### src/rtl/core/csvs_queue.sv
`timescale 1ns / 1ps
// ============================================================================
// csvs_queue
// Small register FIFO between the scanner front and the column table back.
// ============================================================================
module csvs_queue #(
    parameter int WIDTH = 64,
    parameter int DEPTH = 4
) (
    input  logic             aclk,
    input  logic             aresetn,
    input  logic             in_valid,
    output logic             in_ready,
    input  logic [WIDTH-1:0] in_data,
    output logic             out_valid,
    input  logic             out_ready,
    output logic [WIDTH-1:0] out_data
);

    localparam int PTR_W = (DEPTH > 1) ? $clog2(DEPTH) : 1;
    localparam int CNT_W = $clog2(DEPTH + 1);

    logic [WIDTH-1:0] slot_reg [DEPTH];
    logic [PTR_W-1:0] wr_ptr_reg, wr_ptr_next;
    logic [PTR_W-1:0] rd_ptr_reg, rd_ptr_next;
    logic [CNT_W-1:0] count_reg, count_next;
    logic             push, pop;

    assign in_ready  = (count_reg != CNT_W'(DEPTH));
    assign out_valid = (count_reg != '0);
    assign out_data  = slot_reg[rd_ptr_reg];
    assign push      = in_valid && in_ready;
    assign pop       = out_valid && out_ready;

    always_comb begin
        wr_ptr_next = wr_ptr_reg;
        rd_ptr_next = rd_ptr_reg;
        count_next  = count_reg;
        if (push) begin
            wr_ptr_next = (wr_ptr_reg == PTR_W'(DEPTH - 1)) ? '0 : wr_ptr_reg + 1'b1;
        end
        if (pop) begin
            rd_ptr_next = (rd_ptr_reg == PTR_W'(DEPTH - 1)) ? '0 : rd_ptr_reg + 1'b1;
        end
        if (push && !pop) begin
            count_next = count_reg + 1'b1;
        end else if (pop && !push) begin
            count_next = count_reg - 1'b1;
        end
    end

    always_ff @(posedge aclk) begin
        if (!aresetn) begin
            wr_ptr_reg <= '0;
            rd_ptr_reg <= '0;
            count_reg  <= '0;
        end else begin
            wr_ptr_reg <= wr_ptr_next;
            rd_ptr_reg <= rd_ptr_next;
            count_reg  <= count_next;
        end
    end

    always_ff @(posedge aclk) begin
        if (push) begin
            slot_reg[wr_ptr_reg] <= in_data;
        end
    end

endmodule

### config.mk
export PLATFORM = sky130hd
export DESIGN_NAME = csvs_queue
export DESIGN_NICKNAME = d
export VERILOG_FILES = /design/src/rtl/core/csvs_queue.sv
export SDC_FILE = /design/constraint.sdc
export NUM_CORES = 1
export LEC_CHECK = 0
export BUFFER_PORTS_ARGS = -buffer_cell sky130_fd_sc_hd__buf_4
export CORE_UTILIZATION = 36
export CTS_BUF_LIST = sky130_fd_sc_hd__clkbuf_8
export CTS_CLUSTER_DIAMETER = 100
export DETAILED_ROUTE_END_ITERATION = 7
export GPL_TIMING_DRIVEN = 0
export HOLD_SLACK_MARGIN = 0.1
export PLACE_DENSITY = 0.6
export SLEW_MARGIN = 20
export SYNTH_ARGS = -nofsm -noshare
export SYNTH_HDL_FRONTEND = slang
export SYNTH_SLANG_ARGS = --single-unit
### constraint.sdc
create_clock -name aclk -period 4.2 [get_ports aclk]
set_input_delay 0.42 -clock aclk [delete_from_list [all_inputs] [get_ports aclk]]
set_output_delay 0.42 -clock aclk [all_outputs]
set_load 0.05 [all_outputs]
Yosys cells after proc, flatten, opt, wreduce, memory -nomap -nowiden
Memories as Yosys holds them, arrays and structs flattened. A register that Yosys moved wholly into a read port is not among the register bits.
Cells that the tools add are included.
W data, S select, Z words.
Word-level totals
  register bits: 7
  bits in writable memories: 256
  input port bits: 68
  output and inout port bits: 66
  word-level logic and storage cells: 27
  memories: 1
Cells by class
  add/sub/neg operators: 4
  eq/ne operators: 3
  mux-type cells: 8
  reductions and logical operators: 8
Memory list
  slot_reg: depth 4, width 64, rd ports 1, clocked after Yosys merged registers in 1, write ports 1, line 23  | logic [WIDTH-1:0] slot_reg [DEPTH];
Operator list (count)
  $mux W2: 4
  $mux W3: 2
  $add A2 B1 Y2 const B: 2
  $eq A2 B2 Y1 const B: 2
  $logic_and A1 B1 Y1: 4
  $add A3 B1 Y3 const B: 1
  $ne A3 B3 Y1 const B: 1
  $reduce_bool A3 Y1: 1
  $sub A3 B1 Y3 const B: 1
  $logic_not A1 Y1: 2
  $mux W1: 2
  $reduce_bool A2 Y1: 1

Logic depth before layout (Yosys ltp)
  depth in word-level cells: 6
  depth in mapped cells: 9
  depth with buffers taken out: 8

Worst setup path before layout
OpenSTA, ideal clock, no wires.
  path type: reg-to-reg
  start: reg count_reg[0]
  end: reg count_reg[2]
  arrival time: 2.215 ns
  path slack: 1.910 ns
  stages on the path, launching flop included: 10
  clock period less this slack: 2.290 ns
  cell sequence: dfxtp_1 > or3b_1 > buf_6 > and2_4 > ha_1 > inv_1 > fa_1 > xor2_1 > or3_2 > a21boi_0
On the way
  cells in the longest elaborated chain, start to end: 5
  elaborated cells between the ends (all ways): 13
  those cells by class: add/sub: 2; eq/ne: 1; mux: 2; reduce/logical: 8
Ends and longest elaborated chain
  from (decl): line 26  | logic [CNT_W-1:0] count_reg, count_next;
  from (signal assigned): line 60  | count_reg <= count_next;
  $ne A3 B3 Y1 (*): line 29  | assign in_ready = (count_reg != CNT_W'(DEPTH));
  named net in_ready: line 13  | output logic in_ready,
  $logic_and A1 B1 Y1 (*): line 32  | assign push = in_valid && in_ready;
  named net push: line 27  | logic push, pop;
  $logic_not A1 Y1: line 47  | end else if (pop && !push) begin
  $logic_and A1 B1 Y1: line 47
  $reduce_bool A2 Y1 (no source line)
The timed path passes the listed nets; every way through them passes the cells marked *. The select of a mux whose other input is x is not followed.
A chain may end at the register's enable or synchronous reset.

==> impl_metrics.prom <==
# TYPE chip_impl_metric gauge
chip_impl_metric{name="grt-ovfl-total",unit=""} 0
chip_impl_info{name="largest_family_of_logic_cells_by_synthesized_area",value="multiplexers"} 1
chip_impl_metric{name="worst_ir_drop_vdd",unit="V"} 0.000494
chip_impl_metric{name="cell_area_power_density",unit="mW/mm2"} 632
chip_impl_metric{name="netlist_instances",unit=""} 385
chip_impl_info{name="kind_of_start_point_of_the_critical_path",value="register"} 1
chip_impl_metric{name="groute.usage.overall",unit=""} 0.135
chip_impl_metric{name="hold_viol",unit=""} 0
chip_impl_metric{name="detailed_place_hpwl",unit="um"} 11000
chip_impl_metric{name="numClockSinks",unit=""} 265
chip_impl_metric{name="postCtsSetupBuffers",unit=""} 0
chip_impl_info{name="worstSetupEndpointType",value="primary output"} 1
chip_impl_metric{name="yosys.area_share.adder",unit=""} 0.00981
chip_impl_metric{name="max_slew.worst_pin.slew",unit="ps"} 659
chip_impl_info{name="clock_tree.root_cell",value="sky130_fd_sc_hd__clkbuf_8"} 1
chip_impl_metric{name="grt_start_max_net_pins",unit=""} 36
chip_impl_metric{name="worst_hold_check_slack",unit="ps"} 186
chip_impl_metric{name="initial_utilization",unit=""} 0.370
chip_impl_metric{name="finalCriticalPeriod",unit="ps"} 2720
chip_impl_metric{name="post-route-drc-count",unit=""} 9
chip_impl_metric{name="cellLeakagePower",unit="nW"} 4.36
chip_impl_metric{name="antenna_cells_inserted",unit=""} 0
chip_impl_metric{name="grt_first_pass_wirelength",unit="um"} 28700
chip_impl_info{name="status",value="complete, but fails checks"} 1
chip_impl_metric{name="io_pins",unit=""} 134
chip_impl_info{name="failed_checks",value="DRC"} 1
chip_impl_metric{name="port-buffer-count",unit=""} 133
chip_impl_metric{name="ys_seq_elements",unit=""} 265
chip_impl_metric{name="largest_fanout_on_the_critical_path",unit=""} 10
chip_impl_metric{name="core_box_area",unit="mm2"} 0.0262
chip_impl_metric{name="maxCapViolations",unit=""} 0
chip_impl_metric{name="largest_reg_flops",unit=""} 256
chip_impl_metric{name="netlist.area_leader.share",unit=""} 0.793
chip_impl_metric{name="yosys_warnings",unit=""} 0
chip_impl_metric{name="worst-endpoint-required",unit="ps"} 3780
chip_impl_metric{name="synth.cell_area",unit="mm2"} 0.00970
chip_impl_metric{name="timing.max_slew.rel_slack",unit=""} 0.561
chip_impl_metric{name="wl",unit="um"} 18100
chip_impl_info{name="biggest_area_contributors_in_the_synthesized_netlist",value="sky130_fd_sc_hd__edfxtp_1, sky130_fd_sc_hd__mux4_2, sky130_fd_sc_hd__dfxtp_1"} 1
chip_impl_info{name="synth_flop_cell",value="sky130_fd_sc_hd__edfxtp_1"} 1
chip_impl_metric{name="placementRows",unit=""} 59
chip_impl_metric{name="syn-mean-instance-area",unit="um2"} 25.2
chip_impl_metric{name="period_share",unit=""} 0.648
chip_impl_metric{name="clk-insertion-delay-late",unit="ps"} 510
chip_impl_metric{name="synth_enable_flop_cells",unit=""} 256
chip_impl_metric{name="detail_route.iter0.violations",unit=""} 253
chip_impl_metric{name="yosys.area_share.simple",unit=""} 0.0121
chip_impl_metric{name="multiInputGateArea",unit="mm2"} 0.00174
chip_impl_metric{name="cts.path.max_buffers",unit=""} 3
chip_impl_metric{name="timing.final.max_slew_violations",unit=""} 0
chip_impl_metric{name="cts_made_buffers",unit=""} 44
chip_impl_metric{name="finalSetupViolations",unit=""} 0
chip_impl_metric{name="final_weighted_congestion_in_routability_driven_placement",unit=""} 0.687
chip_impl_metric{name="antenna_found_initial",unit=""} 0
chip_impl_metric{name="finalNonFillerCells",unit=""} 997
chip_impl_metric{name="synth.lib_cells_used.distinct",unit=""} 28
chip_impl_metric{name="dieWidth",unit="um"} 166
chip_impl_metric{name="drive_above_1_share",unit=""} 0.408
chip_impl_metric{name="worst_ep_arrival_time",unit="ps"} 2300
chip_impl_metric{name="final.setup.tns",unit="ps"} 0
chip_impl_metric{name="yosys-mux-area-fraction",unit=""} 0.151
chip_impl_info{name="hp-class",value="primary input to register"} 1
chip_impl_metric{name="final_net_count",unit=""} 707
chip_impl_metric{name="cts_resized",unit=""} 0
chip_impl_metric{name="syn2layout_area_growth",unit="%"} 30.9
chip_impl_metric{name="worst_clock_skew",unit="ps"} 10.4
chip_impl_metric{name="vias_in_the_first_global_route",unit=""} 5327
chip_impl_metric{name="xor_xnor_share_of_the_synthesized_area",unit=""} 0.00181
chip_impl_info{name="unrepaired_setup_endpoints_after_global_routing",value="no"} 1
chip_impl_info{name="critPathKind",value="register to primary output"} 1
chip_impl_metric{name="dr.pass1.iters",unit=""} 6
chip_impl_metric{name="cts.htree.levels",unit=""} 2
chip_impl_info{name="synth_top_area_cell",value="sky130_fd_sc_hd__edfxtp_1"} 1
chip_impl_metric{name="route.detailed.vias_per_inst",unit=""} 4.71
chip_impl_metric{name="fp.dieArea",unit="mm2"} 0.0276
chip_impl_info{name="tritoncts_clock_tree",value="built"} 1
chip_impl_metric{name="synthesized_area_fraction_occupied_by_ao_oa_aoi_and_oai_cells",unit=""} 0.00361
chip_impl_metric{name="place_inst",unit=""} 857
chip_impl_metric{name="r2r_slack",unit="ps"} 1650
chip_impl_metric{name="avgRoutedWirePerCell",unit="um"} 18.2
chip_impl_metric{name="route.antenna.remaining_nets",unit=""} 0
chip_impl_metric{name="dieHeight",unit="um"} 166
chip_impl_metric{name="via_count",unit=""} 4699
chip_impl_metric{name="synth-seq-area-share",unit=""} 0.811
chip_impl_metric{name="synth_nets",unit=""} 460
chip_impl_metric{name="fillers",unit=""} 2177
chip_impl_metric{name="async_reset_ff_frac",unit=""} 0
chip_impl_metric{name="sequential_cell_area",unit="mm2"} 0.00787
chip_impl_metric{name="max_clock_freq",unit="MHz"} 367
chip_impl_metric{name="cts.clk_slew.worst_paths",unit="ps"} 60
-- area by class of cell --
class / instances / area share
multi-input combinational: 101 / 0.137
clock inverter: 31 / 0.0178
clock buffer: 45 / 0.0488
tap: 335 / 0.0330
inverter: 3 / 0.000887
timing repair buffer: 201 / 0.135
sequential: 265 / 0.620
buffer: 16 / 0.00729
-- per-stage QoR --
step,utilization,power (mW),setup WS [ps],cell area (um2)
after detailed placement,0.428,5.90,1690,11200
after CTS,0.485,8.15,1370,12700
after global placement,0.424,5.82,1640,11100
after global routing,0.485,8.38,1330,12700
final,0.485,8.02,1480,12700
after floorplan,-,5.12,1910,9700
-- power breakdown --
| part | internal [mW] | total [mW] | switching [mW] |
|---|---|---|---|
| registers | 3.21 | 3.28 | 0.0702 |
| clock network | 1.24 | 2.18 | 0.940 |
| logic | 0.934 | 2.57 | 1.64 |
| total | 5.37 | 8.02 | 2.65 |
-- layer usage --
layer  vias up  global-route usage  wire length [um]
met3        33              0.0336               958
met4         0              0.0427               327
met2       131               0.236              9170
li1       2140                   -                 -
met5         -                   0                 0
met1      2395               0.164              7670
-- path summary, 6_finish.rpt --
path,startpoint,end,cells after the start
max,register,out_data[35],4
min,aresetn,wr_ptr_reg[0],3
max reg2reg,count_reg[1],count_reg[2],7
min reg2reg,wr_ptr_reg[1],wr_ptr_reg[1],2
-- Yosys cell counts, types with 2 or more instances --
| cell | count |
|---|---|
| sky130_fd_sc_hd__mux4_2 | 64 |
| sky130_fd_sc_hd__buf_1 | 5 |
| sky130_fd_sc_hd__inv_1 | 3 |
| sky130_fd_sc_hd__nand2_1 | 5 |
| sky130_fd_sc_hd__or3_2 | 2 |
| sky130_fd_sc_hd__ha_1 | 6 |
| sky130_fd_sc_hd__clkbuf_1 | 2 |
| sky130_fd_sc_hd__nand3_1 | 2 |
| sky130_fd_sc_hd__buf_2 | 2 |
| sky130_fd_sc_hd__o21ai_0 | 3 |
| sky130_fd_sc_hd__mux2i_1 | 2 |
| sky130_fd_sc_hd__dfxtp_1 | 9 |
| sky130_fd_sc_hd__nor2_1 | 2 |
| sky130_fd_sc_hd__buf_4 | 6 |
| sky130_fd_sc_hd__and3_2 | 4 |
| sky130_fd_sc_hd__edfxtp_1 | 256 |
-- worst max-delay path: stages (launching register included) --
cell	delay, ps
sky130_fd_sc_hd__dfxtp_1	300
sky130_fd_sc_hd__buf_2	300
sky130_fd_sc_hd__clkbuf_1	540
sky130_fd_sc_hd__mux4_2	440
sky130_fd_sc_hd__buf_4	210
-- logic make-up after synthesis --
kind of cell / Yosys count
DFF: 265
muxes: 66
and+or+nand+nor: 20
buffers and inverters: 19
adders and majority gates: 7
AOI/OAI and AO/OA: 6
xor gates and xnor gates: 2
-- layout by cell type, fill, tap and decap left out, types with 3 or more instances in the layout --
cell and instances:
sky130_fd_sc_hd__nand2_1 5, sky130_fd_sc_hd__buf_12 4, sky130_fd_sc_hd__and3_4 4, sky130_fd_sc_hd__ha_1 6, sky130_fd_sc_hd__buf_1 5, sky130_fd_sc_hd__mux4_2 64, sky130_fd_sc_hd__clkbuf_8 45, sky130_fd_sc_hd__o21ai_0 3
sky130_fd_sc_hd__clkinv_1 14, sky130_fd_sc_hd__clkinv_2 4, sky130_fd_sc_hd__bufinv_16 4, sky130_fd_sc_hd__buf_4 139, sky130_fd_sc_hd__edfxtp_1 256, sky130_fd_sc_hd__inv_1 12, sky130_fd_sc_hd__dlygate4sd3_1 64, sky130_fd_sc_hd__dfxtp_1 9
-- timing repair --
| action | CTS | global route |
|---|---|---|
| hold endpoints to repair | 256 | 0 |
| hold buffers | 64 | 0 |
| setup endpoints to repair | 0 | 0 |
Power figures use the tool's default switching activity.
