[src/rtl/core/csvs_pkg.sv]
`timescale 1ns / 1ps
// ============================================================================
// csvs_pkg
// Shared constants and types of the CSV row and column scanner.
// ============================================================================
package csvs_pkg;

    // character codes
    localparam logic [15:0] CH_NUL    = 16'h0000;
    localparam logic [15:0] CH_DQUOTE = 16'h0022;
    localparam logic [15:0] CH_SQUOTE = 16'h0027;
    localparam logic [15:0] CH_CR     = 16'h000D;
    localparam logic [15:0] CH_LF     = 16'h000A;

    // input op codes (s_tuser)
    localparam logic OP_CHAR = 1'b0;
    localparam logic OP_END  = 1'b1;

    // result kinds (m_tuser)
    localparam logic KIND_COLUMN = 1'b0;
    localparam logic KIND_ROW    = 1'b1;

    // qualifier modes
    localparam logic [1:0] QUAL_NONE   = 2'd0;
    localparam logic [1:0] QUAL_DQUOTE = 2'd1;
    localparam logic [1:0] QUAL_SQUOTE = 2'd2;

    // configuration register indexes
    localparam logic [1:0] CFG_SEPARATOR = 2'd0;
    localparam logic [1:0] CFG_QUALIFIER = 2'd1;
    localparam logic [1:0] CFG_FIRST_OFF = 2'd2;

    localparam logic [15:0] SEPARATOR_RST = 16'd44;
    localparam logic [1:0]  QUALIFIER_RST = QUAL_DQUOTE;
    localparam logic [1:0]  FIRST_OFF_RST = 2'd0;

    localparam int OFF_W = 40;

    // result tdata layout
    localparam int OUT_W       = 136;
    localparam int F_ROW_OFF   = 0;
    localparam int F_COL_NUM   = 40;
    localparam int F_COL_CHARS = 48;
    localparam int F_COL_WIDE  = 72;
    localparam int F_FIRST     = 96;
    localparam int F_KNOWN     = 97;
    localparam int F_LONGEST   = 106;
    localparam int F_OVERFLOW  = 130;
    localparam int F_PAD       = 131;

    typedef struct packed {
        logic kind;
        logic first_seen;
        logic overflow;
    } ev_flags_t;

endpackage

[src/rtl/core/csvs_front.sv]
`timescale 1ns / 1ps
// ============================================================================
// csvs_front
// Character classifier and row/column scanner; emits column and row close
// events with everything except the per-column table maximum.
// ============================================================================
module csvs_front #(
    parameter int MAX_COLUMNS = 256,
    parameter int LEN_BITS    = 24,
    parameter int IDX_W       = $clog2(MAX_COLUMNS + 1)
) (
    input  logic                      aclk,
    input  logic                      aresetn,
    input  logic                      cfg_we,
    input  logic [1:0]                cfg_addr,
    input  logic [15:0]               cfg_wdata,
    input  logic                      s_tvalid,
    output logic                      s_tready,
    input  logic [15:0]               s_tdata,
    input  logic                      s_tuser,
    output logic                      ev_valid,
    input  logic                      ev_ready,
    output csvs_pkg::ev_flags_t       ev_flags,
    output logic [csvs_pkg::OFF_W-1:0] ev_row_off,
    output logic [IDX_W-1:0]          ev_idx,
    output logic [LEN_BITS-1:0]       ev_chars,
    output logic [LEN_BITS-1:0]       ev_longest,
    output logic [IDX_W-1:0]          ev_count
);

    typedef enum logic [2:0] {
        ST_NEWLINE    = 3'd0,
        ST_NEWLINE_CR = 3'd1,
        ST_NEWLINE_LF = 3'd2,
        ST_DATA       = 3'd3,
        ST_QUOTED     = 3'd4,
        ST_QUOTE_SEEN = 3'd5
    } state_t;

    localparam logic [IDX_W-1:0]    MAX_IDX = IDX_W'(MAX_COLUMNS);
    localparam logic [LEN_BITS-1:0] LEN_MAX = '1;

    logic [15:0]                sep_reg;
    logic [1:0]                 qual_reg;
    logic [1:0]                 first_off_reg;
    state_t                     state_reg, state_next;
    logic [csvs_pkg::OFF_W-1:0] row_start_reg, row_start_next;
    logic [LEN_BITS-1:0]        row_chars_reg, row_chars_next;
    logic [LEN_BITS-1:0]        row_max_reg, row_max_next;
    logic [LEN_BITS-1:0]        col_chars_reg, col_chars_next;
    logic [IDX_W-1:0]           col_index_reg, col_index_next;
    logic [IDX_W-1:0]           col_count_reg, col_count_next;
    logic                       seen_any_reg, seen_any_next;
    logic                       started_reg, started_next;

    logic [csvs_pkg::OFF_W-1:0] rs;
    logic [15:0]                c;
    logic                       accept, at_nl, is_term, is_paired, is_qual, emit, kind;
    state_t                     st2;

    assign s_tready = ev_ready;
    assign accept   = s_tvalid && s_tready;
    assign c        = s_tdata;
    assign rs       = started_reg ? row_start_reg : csvs_pkg::OFF_W'(first_off_reg);
    assign at_nl    = (state_reg == ST_NEWLINE) || (state_reg == ST_NEWLINE_CR) ||
                      (state_reg == ST_NEWLINE_LF);
    assign is_term  = (c == csvs_pkg::CH_NUL) ||
                      (((c == csvs_pkg::CH_CR) || (c == csvs_pkg::CH_LF)) &&
                       (state_reg != ST_QUOTED));
    assign is_paired = ((state_reg == ST_NEWLINE_CR) && (c == csvs_pkg::CH_LF)) ||
                       ((state_reg == ST_NEWLINE_LF) && (c == csvs_pkg::CH_CR));
    assign is_qual  = ((qual_reg == csvs_pkg::QUAL_DQUOTE) && (c == csvs_pkg::CH_DQUOTE)) ||
                      ((qual_reg == csvs_pkg::QUAL_SQUOTE) && (c == csvs_pkg::CH_SQUOTE));

    always_comb begin
        state_next     = state_reg;
        row_start_next = row_start_reg;
        row_chars_next = row_chars_reg;
        row_max_next   = row_max_reg;
        col_chars_next = col_chars_reg;
        col_index_next = col_index_reg;
        col_count_next = col_count_reg;
        seen_any_next  = seen_any_reg;
        started_next   = started_reg;
        emit           = 1'b0;
        kind           = csvs_pkg::KIND_ROW;
        st2            = at_nl ? ST_DATA : state_reg;
        if (accept) begin
            started_next   = 1'b1;
            row_start_next = rs;
            if (s_tuser == csvs_pkg::OP_END) begin
                if (seen_any_reg && !at_nl) begin
                    emit           = 1'b1;
                    row_start_next = rs + csvs_pkg::OFF_W'(row_chars_reg);
                    row_chars_next = '0;
                    col_chars_next = '0;
                    col_index_next = '0;
                    state_next     = ST_NEWLINE;
                end
            end else begin
                seen_any_next = 1'b1;
                if (is_term) begin
                    if (is_paired) begin
                        row_start_next = rs + 1'b1;
                        state_next     = ST_NEWLINE;
                    end else begin
                        emit           = 1'b1;
                        row_start_next = rs + csvs_pkg::OFF_W'(row_chars_reg) + 1'b1;
                        row_chars_next = '0;
                        col_chars_next = '0;
                        col_index_next = '0;
                        if (c == csvs_pkg::CH_NUL) begin
                            state_next = ST_NEWLINE;
                        end else if (c == csvs_pkg::CH_CR) begin
                            state_next = ST_NEWLINE_CR;
                        end else begin
                            state_next = ST_NEWLINE_LF;
                        end
                    end
                end else begin
                    row_chars_next = (row_chars_reg == LEN_MAX) ? LEN_MAX
                                                                : row_chars_reg + 1'b1;
                    if (row_chars_next > row_max_reg) begin
                        row_max_next = row_chars_next;
                    end
                    state_next = st2;
                    if (is_qual) begin
                        if ((st2 == ST_DATA) && (col_chars_reg == '0)) begin
                            state_next = ST_QUOTED;
                        end else if (st2 == ST_QUOTED) begin
                            state_next = ST_QUOTE_SEEN;
                        end else begin
                            if (st2 == ST_QUOTE_SEEN) begin
                                state_next = ST_QUOTED;
                            end
                            col_chars_next = (col_chars_reg == LEN_MAX) ? LEN_MAX
                                                                        : col_chars_reg + 1'b1;
                        end
                    end else if ((st2 != ST_QUOTED) && (c == sep_reg)) begin
                        emit           = 1'b1;
                        kind           = csvs_pkg::KIND_COLUMN;
                        col_chars_next = '0;
                        state_next     = ST_DATA;
                        if (col_index_reg < MAX_IDX) begin
                            col_index_next = col_index_reg + 1'b1;
                        end
                    end else begin
                        col_chars_next = (col_chars_reg == LEN_MAX) ? LEN_MAX
                                                                    : col_chars_reg + 1'b1;
                    end
                end
            end
        end

        ev_flags.kind       = kind;
        ev_flags.overflow   = (col_index_reg >= MAX_IDX);
        ev_flags.first_seen = (col_index_reg < MAX_IDX) && (col_index_reg >= col_count_reg);
        ev_count            = col_count_reg + IDX_W'(ev_flags.first_seen);
        if (emit) begin
            col_count_next = ev_count;
        end
    end

    assign ev_valid   = emit;
    assign ev_row_off = rs;
    assign ev_idx     = col_index_reg;
    assign ev_chars   = col_chars_reg;
    assign ev_longest = row_max_next;

    always_ff @(posedge aclk) begin
        if (!aresetn) begin
            sep_reg       <= csvs_pkg::SEPARATOR_RST;
            qual_reg      <= csvs_pkg::QUALIFIER_RST;
            first_off_reg <= csvs_pkg::FIRST_OFF_RST;
            state_reg     <= ST_DATA;
            row_start_reg <= '0;
            row_chars_reg <= '0;
            row_max_reg   <= '0;
            col_chars_reg <= '0;
            col_index_reg <= '0;
            col_count_reg <= '0;
            seen_any_reg  <= 1'b0;
            started_reg   <= 1'b0;
        end else begin
            if (cfg_we) begin
                case (cfg_addr)
                    csvs_pkg::CFG_SEPARATOR: sep_reg       <= cfg_wdata;
                    csvs_pkg::CFG_QUALIFIER: qual_reg      <= cfg_wdata[1:0];
                    csvs_pkg::CFG_FIRST_OFF: first_off_reg <= cfg_wdata[1:0];
                    default: ;
                endcase
            end
            state_reg     <= state_next;
            row_start_reg <= row_start_next;
            row_chars_reg <= row_chars_next;
            row_max_reg   <= row_max_next;
            col_chars_reg <= col_chars_next;
            col_index_reg <= col_index_next;
            col_count_reg <= col_count_next;
            seen_any_reg  <= seen_any_next;
            started_reg   <= started_next;
        end
    end

endmodule

[config.mk]
export PLATFORM = sky130hd
export DESIGN_NAME = csvs_front
export DESIGN_NICKNAME = d
export VERILOG_FILES = /design/src/rtl/core/csvs_pkg.sv /design/src/rtl/core/csvs_front.sv
export SDC_FILE = /design/constraint.sdc
export NUM_CORES = 1
export LEC_CHECK = 0
export BUFFER_PORTS_ARGS = -buffer_cell sky130_fd_sc_hd__buf_2
export CAP_MARGIN = 30
export CORE_MARGIN = 4
export CORE_UTILIZATION = 50
export CTS_CLUSTER_SIZE = 28
export DETAILED_ROUTE_END_ITERATION = 8
export PLACE_DENSITY_LB_ADDON = 0.3
export SLEW_MARGIN = 0
export SYNTH_ARGS = -nofsm -noshare
export SYNTH_HDL_FRONTEND = slang
export SYNTH_SLANG_ARGS = --single-unit
[constraint.sdc]
create_clock -name aclk -period 8.1 [get_ports aclk]
set_input_delay 1.215 -clock aclk [delete_from_list [all_inputs] [get_ports aclk]]
set_output_delay 1.215 -clock aclk [all_outputs]
set_load 0.02 [all_outputs]
### Yosys cells after proc, flatten, opt, wreduce, memory -nomap -nowiden

Index checks and enable logic that the tools add are counted.

| operators by class | value |
|---|---|
| $lt $le $gt $ge | 4 |
| muxes and demuxes | 52 |
| reduce and logical (&&, ||, !) cells | 31 |
| equality and inequality tests | 23 |
| add/subtract/negate cells | 7 |
| bitwise logic cells | 1 |

Operators by type and width:

| cell | number |
|---|---|
| 24-bit two-way mux | 16 |
| 40-bit two-way mux | 5 |
| 40-bit by 1-bit adder with 40-bit output (second input constant) | 2 |
| 9-bit two-way mux | 7 |
| 24-bit by 1-bit adder with 24-bit output (second input constant) | 2 |
| 24-bit equality test (second input constant) | 2 |
| 40-bit by 24-bit adder with 40-bit output | 1 |
| 16-bit by 4-bit equality test with 1-bit output (second input constant) | 2 |
| 16-bit by 6-bit equality test with 1-bit output (second input constant) | 2 |
| 3-bit two-way mux | 9 |
| 24-bit greater-than comparator | 1 |
| 24-bit zero test | 1 |
| 16-bit equality test | 1 |
| 16-bit zero test | 1 |
| 1-bit two-way mux | 12 |
| 3-bit != test (second input constant) | 4 |
| 1-bit logical AND | 10 |
| 2-bit AND reduction | 5 |
| 9-bit by 1-bit adder with 9-bit output | 1 |
| 9-bit by 1-bit adder with 9-bit output (second input constant) | 1 |
| 9-bit >= comparator | 1 |
| 9-bit >= comparator (second input constant) | 1 |
| 9-bit < comparator (second input constant) | 1 |
| 4-bit != test (second input constant) | 2 |
| 16 further kinds | 28 |

| storage, ports and cells | value |
|---|---|
| flip-flop bits (word level) | 155 |
| output and inout bits | 111 |
| bits of input ports | 40 |
| logic and storage cells | 130 |

### Longest topological paths before layout

| depth | value |
|---|---|
| word-level depth | 11 |
| gate-level depth with buffers | 26 |

### Least setup slack after synthesis

OpenSTA, ideal clock, no wires.

| timing path | value |
|---|---|
| path kind | reg2reg |
| start point | register started_reg |
| end point | register row_start_reg[39] in the netlist's numbering |
| clock period less this slack | 6.186 ns |
| data required time | 8.038 ns |
| arrival time | 6.123 ns |
| path buffers | 8 |
| cell stages (with the launch flop) | 25 |
| library setup time | 0.062 ns |
| slack | 1.914 ns |
| cells stage by stage | dfxtp_1 > buf_6 > buf_2 > buf_2 > buf_2 > clkbuf_1 > buf_2 > clkbuf_1 > clkbuf_1 > mux2i_1 > inv_1 > ha_1 > fa_1 > a21oi_1 > o21ai_1 > o22a_1 > o211ai_1 > a21oi_1 > or4b_1 > o21ai_0 > o31ai_1 > or4_4 > nand4b_4 > or4_1 > nand3_1 |

| between the ends | value |
|---|---|
| word-level cells in the longest chain between the ends | 6 |

Ends and longest elaborated chain:

| element | line | text |
|---|---|---|
| start: declaration | csvs_front.sv:54 | `logic started_reg, started_next;` |
| start signal: assignment | csvs_front.sv:201 | `started_reg <= started_next;` |
| 40-bit two-way mux (*) | csvs_front.sv:64 | `assign rs = started_reg ? row_start_reg : csvs_pkg::OFF_W'(first_off_reg);` |
| net ev_row_off, one bit | csvs_front.sv:24 | `output logic [csvs_pkg::OFF_W-1:0] ev_row_off,` |
| 40-bit by 24-bit adder with 40-bit output | csvs_front.sv:94, csvs_front.sv:108 |  |
| 40-bit by 1-bit adder with 40-bit output | csvs_front.sv:108 | `row_start_next = rs + csvs_pkg::OFF_W'(row_chars_reg) + 1'b1;` |
| 40-bit two-way mux | csvs_front.sv:103 | `if (is_paired) begin` |
| 40-bit two-way mux | csvs_front.sv:102 | `if (is_term) begin` |
| 40-bit two-way mux (*) | csvs_front.sv:91 | `if (s_tuser == csvs_pkg::OP_END) begin` |
| end signal: assignment | csvs_front.sv:194 | `row_start_reg <= row_start_next;` |
| end: declaration | csvs_front.sv:47 | `logic [csvs_pkg::OFF_W-1:0] row_start_reg, row_start_next;` |

Mark *: on every way through the listed nets, which the timed path passes. The rest lies on a longest branch.
A chain may end at the register's enable or synchronous reset.

### Worst setup path in the final report

| timing path | value |
|---|---|
| start point | register row_chars_reg[8] |
| end point | output port ev_longest[11] |

| between the ends | value |
|---|---|
| word-level cells in the longest chain between the ends | 7 |

Ends and longest elaborated chain:

| element | line | text |
|---|---|---|
| start: declaration | csvs_front.sv:48 | `logic [LEN_BITS-1:0] row_chars_reg, row_chars_next;` |
| start signal: assignment | csvs_front.sv:195 | `row_chars_reg <= row_chars_next;` |
| 24-bit by 1-bit adder with 24-bit output / 24-bit equality test (equally long branches) | csvs_front.sv:122, csvs_front.sv:121 |  |
| 24-bit two-way mux (*) | csvs_front.sv:121 | `row_chars_next = (row_chars_reg == LEN_MAX) ? LEN_MAX` |
| 24-bit greater-than comparator | csvs_front.sv:123 | `if (row_chars_next > row_max_reg) begin` |
| 24-bit two-way mux (*) | csvs_front.sv:123 |  |
| 24-bit two-way mux (*) | csvs_front.sv:102 |  |
| 24-bit two-way mux (*) | csvs_front.sv:91 |  |
| 24-bit two-way mux (*) | csvs_front.sv:88 | `if (accept) begin` |
| end: declaration | csvs_front.sv:27 | `output logic [LEN_BITS-1:0] ev_longest,` |

Mark *: on every way between the ends. The rest lies on a longest branch, timed or not.

==> impl_metrics.toml <==
[worst_setup_path]
start_kind = "flop"
crit_chain = "nand3_1, nor2_1, nand3_1, nor2_1, nand2_1, or3_1, nand2b_1, ha_1, nor2b_1, o21a_1, o21a_1, o21a_1, o21a_1, o21a_1, o21a_1, o21ai_0, a21boi_0, o311a_1, buf_8, mux2_2, buf_2"
crit_top_cell = "o21a_1"
end_kind = "output pin"
max_stage_delay_ns = 0.72
crit_path_top_delay_cell = "or3_1"
required_ns = 6.88
critical_path_peak_fanout = 22
crit_type = "reg2out"
arrival_ns = 5.77

[clock_network]
h-tree-depth = 4
path_clk_slew_ns = 0.07
ctsHoldBuffers = 0
cts_tree = "done"
cts_resized = 0
ctsRootBufferMaster = "clkbuf_16"
cts_setup_buffers = 0
cts_buffer_depth = 2
clk_latency_ns = 0.44
cts.sinks = 155
cts_buffers = 17

[detailed_routing]
vias = 14900
drtAntennaViolNets = 0
dr.pass1.iters = 7
routedWlPerCell_um = 18.6
drc = 0
drt_first_iter_violations = 1534
routed_wirelength_mm = 44.5
vias_per_cell = 6.26

[grt]
first_global_vias = 14000
overflow = 0
grt_max_degree = 118
grt_antenna_before_repair = 0
grt_use_total_pct = 28.0
grt_pass1_wl_mm = 71.7

[synth]
synthFlopType = "dfxtp_1"
synth_top_area_share_pct = 22.3
syn_area_um2 = 13900
ys_ff_latch = 155
synth_cell_types = 96
netlist_instances = 1934
synthesis.nets = 2027
yosys-top-cells-area = "dfxtp_1 (22%), nand2_1 (5.8%), xnor2_1 (5.0%)"
avgSynthCellArea_um2 = 7.20
synth_edf_count = 0
yosysTopAreaCell = "dfxtp_1"
yosysWarnings = 0
ys_seq_area_share_pct = 22.3
synth-async-reset-ratio_pct = 0

[sta]
setup_tns_ns = 0
rsz0062_at_grt = "no"
finalWorstPathRequiredPeriod_ns = 6.98
slew_violations = 0
post-route-period-util_pct = 86.2
worstMarginPinSlew_ns = 1.06
fin_ws_ns = 1.12
hold_viol = 0
fmax_ghz = 0.143
slew_headroom_pct = 29.2
clock_skew_ns = 0.0170
setup_violations = 0

[place]
post-dp-hpwl_mm = 32.1
io_buffer_count = 150
post-place-ws_ns = 1.54
gp_congestion = 0.951

[hold_path]
hold_path_class = "reg2reg"

[layout]
antennaDiodeCount = 0
largest_reg_flops = 40
fillers = 2646
layout_commonest_cell = "nand2_1"
area_growth_pct = 10.9
drive_above_1_share_pct = 13.8
layout_common_cells = "nand2_1 (215), dfxtp_1 (154), buf_2 (150), o21ai_0 (135), nor2_1 (131)"
num-nets-final = 2095

[floorplan]
initial_core_util_pct = 51.2
rows = 60
die_h_um = 175
fp.coreArea_um2 = 27200
die_w_um = 175
ios = 151
dieArea_um2 = 30600

[power_and_ir_drop]
p_leak_nw = 6.20
power_density_nw_per_um2 = 115
ir_drop_mv = 0.130

[flow_run]
cap_violations = 0

[outcome]
status = "completed"
## layer usage
layer,vias to the layer above,global-route usage [%],routed length [um]
met1,6972,36.7,18900
li1,7201,-,-
met2,659,46.0,20600
met4,0,10.7,1500
met5,-,0,0
met3,106,5.30,3470
## where the power goes
group	switching, mW	total, mW	internal, mW
sequential	0.0238	0.802	0.778
clock	0.351	0.794	0.443
combinational	0.117	0.185	0.0679
total	0.492	1.78	1.29
## cell usage after synthesis, types with 37 or more instances
| master | n |
|---|---|
| nand2_1 | 215 |
| dfxtp_1 | 155 |
| o21ai_0 | 135 |
| nor2_1 | 132 |
| a21oi_1 | 125 |
| clkbuf_1 | 104 |
| inv_1 | 86 |
| nand3_1 | 80 |
| xnor2_1 | 80 |
| nor3_1 | 56 |
| ha_1 | 52 |
| and2_1 | 49 |
| a31oi_1 | 43 |
| nor2b_1 | 42 |
| nand4_1 | 37 |
| xor2_1 | 37 |
## per-stage QoR
step / cell area, um^2 / util [%] / total power, mW / hold WS (ns) / cells
2_1_floorplan: 13900 / - / 0.942 / 0.441 / 1934
3_3_place_gp: 14800 / 54.5 / 0.993 / 0.449 / 2351
3_5_place_dp: 14800 / 54.5 / 0.997 / 0.474 / 2352
4_1_cts: 15400 / 56.6 / 1.79 / 0.483 / 2384
5_1_grt: 15400 / 56.8 / 1.85 / 0.495 / 2387
6_report: 15400 / 56.8 / 1.78 / 0.480 / 2387
## critical path, delay by kind of cell, from the launching register on
kind	cells	cell delay, ns
multiplexers	1	0.28
buffers and inverters	2	0.39
flip-flops	1	0.68
adder cells (fa/ha/maj)	1	0.27
AND/OR/NAND/NOR	8	2.00
AO/OA/AOI/OAI	9	1.69
## kinds of logic after synthesis
group / count (synthesis) / synth area share (%)
fa+ha+maj: 54 / 4.89
mux: 44 / 3.41
simple gates: 765 / 28.1
compound gates: 583 / 27.9
buf+inv: 216 / 6.08
xor+xnor: 117 / 7.36
flops: 155 / 22.3
## area by class of cell
cell class	count	area (um^2)	area share, %
Sequential cell	155	3100	20.1
Clock buffer	20	457	2.96
Clock inverter	12	113	0.730
Tap cell	372	465	3.02
Inverter	89	334	2.17
Timing Repair Buffer	176	973	6.31
Multi-Input combinational cell	1563	9980	64.7
## final timing paths
path              cells after the start                             end  slack, ns                           from
hold / removal                        2         sep_reg[0]$_SDFFE_PN0P_       0.48        sep_reg[0]$_SDFFE_PN0P_
setup reg to reg                     16  row_start_reg[39]$_SDFFE_PN0P_       2.16       started_reg$_SDFFE_PN0P_
setup / recovery                     21                  ev_longest[11]       1.12  row_chars_reg[8]$_SDFFE_PN0P_
hold reg to reg                       2         sep_reg[0]$_SDFFE_PN0P_       0.48        sep_reg[0]$_SDFFE_PN0P_
(Power assumes the default switching activity.)
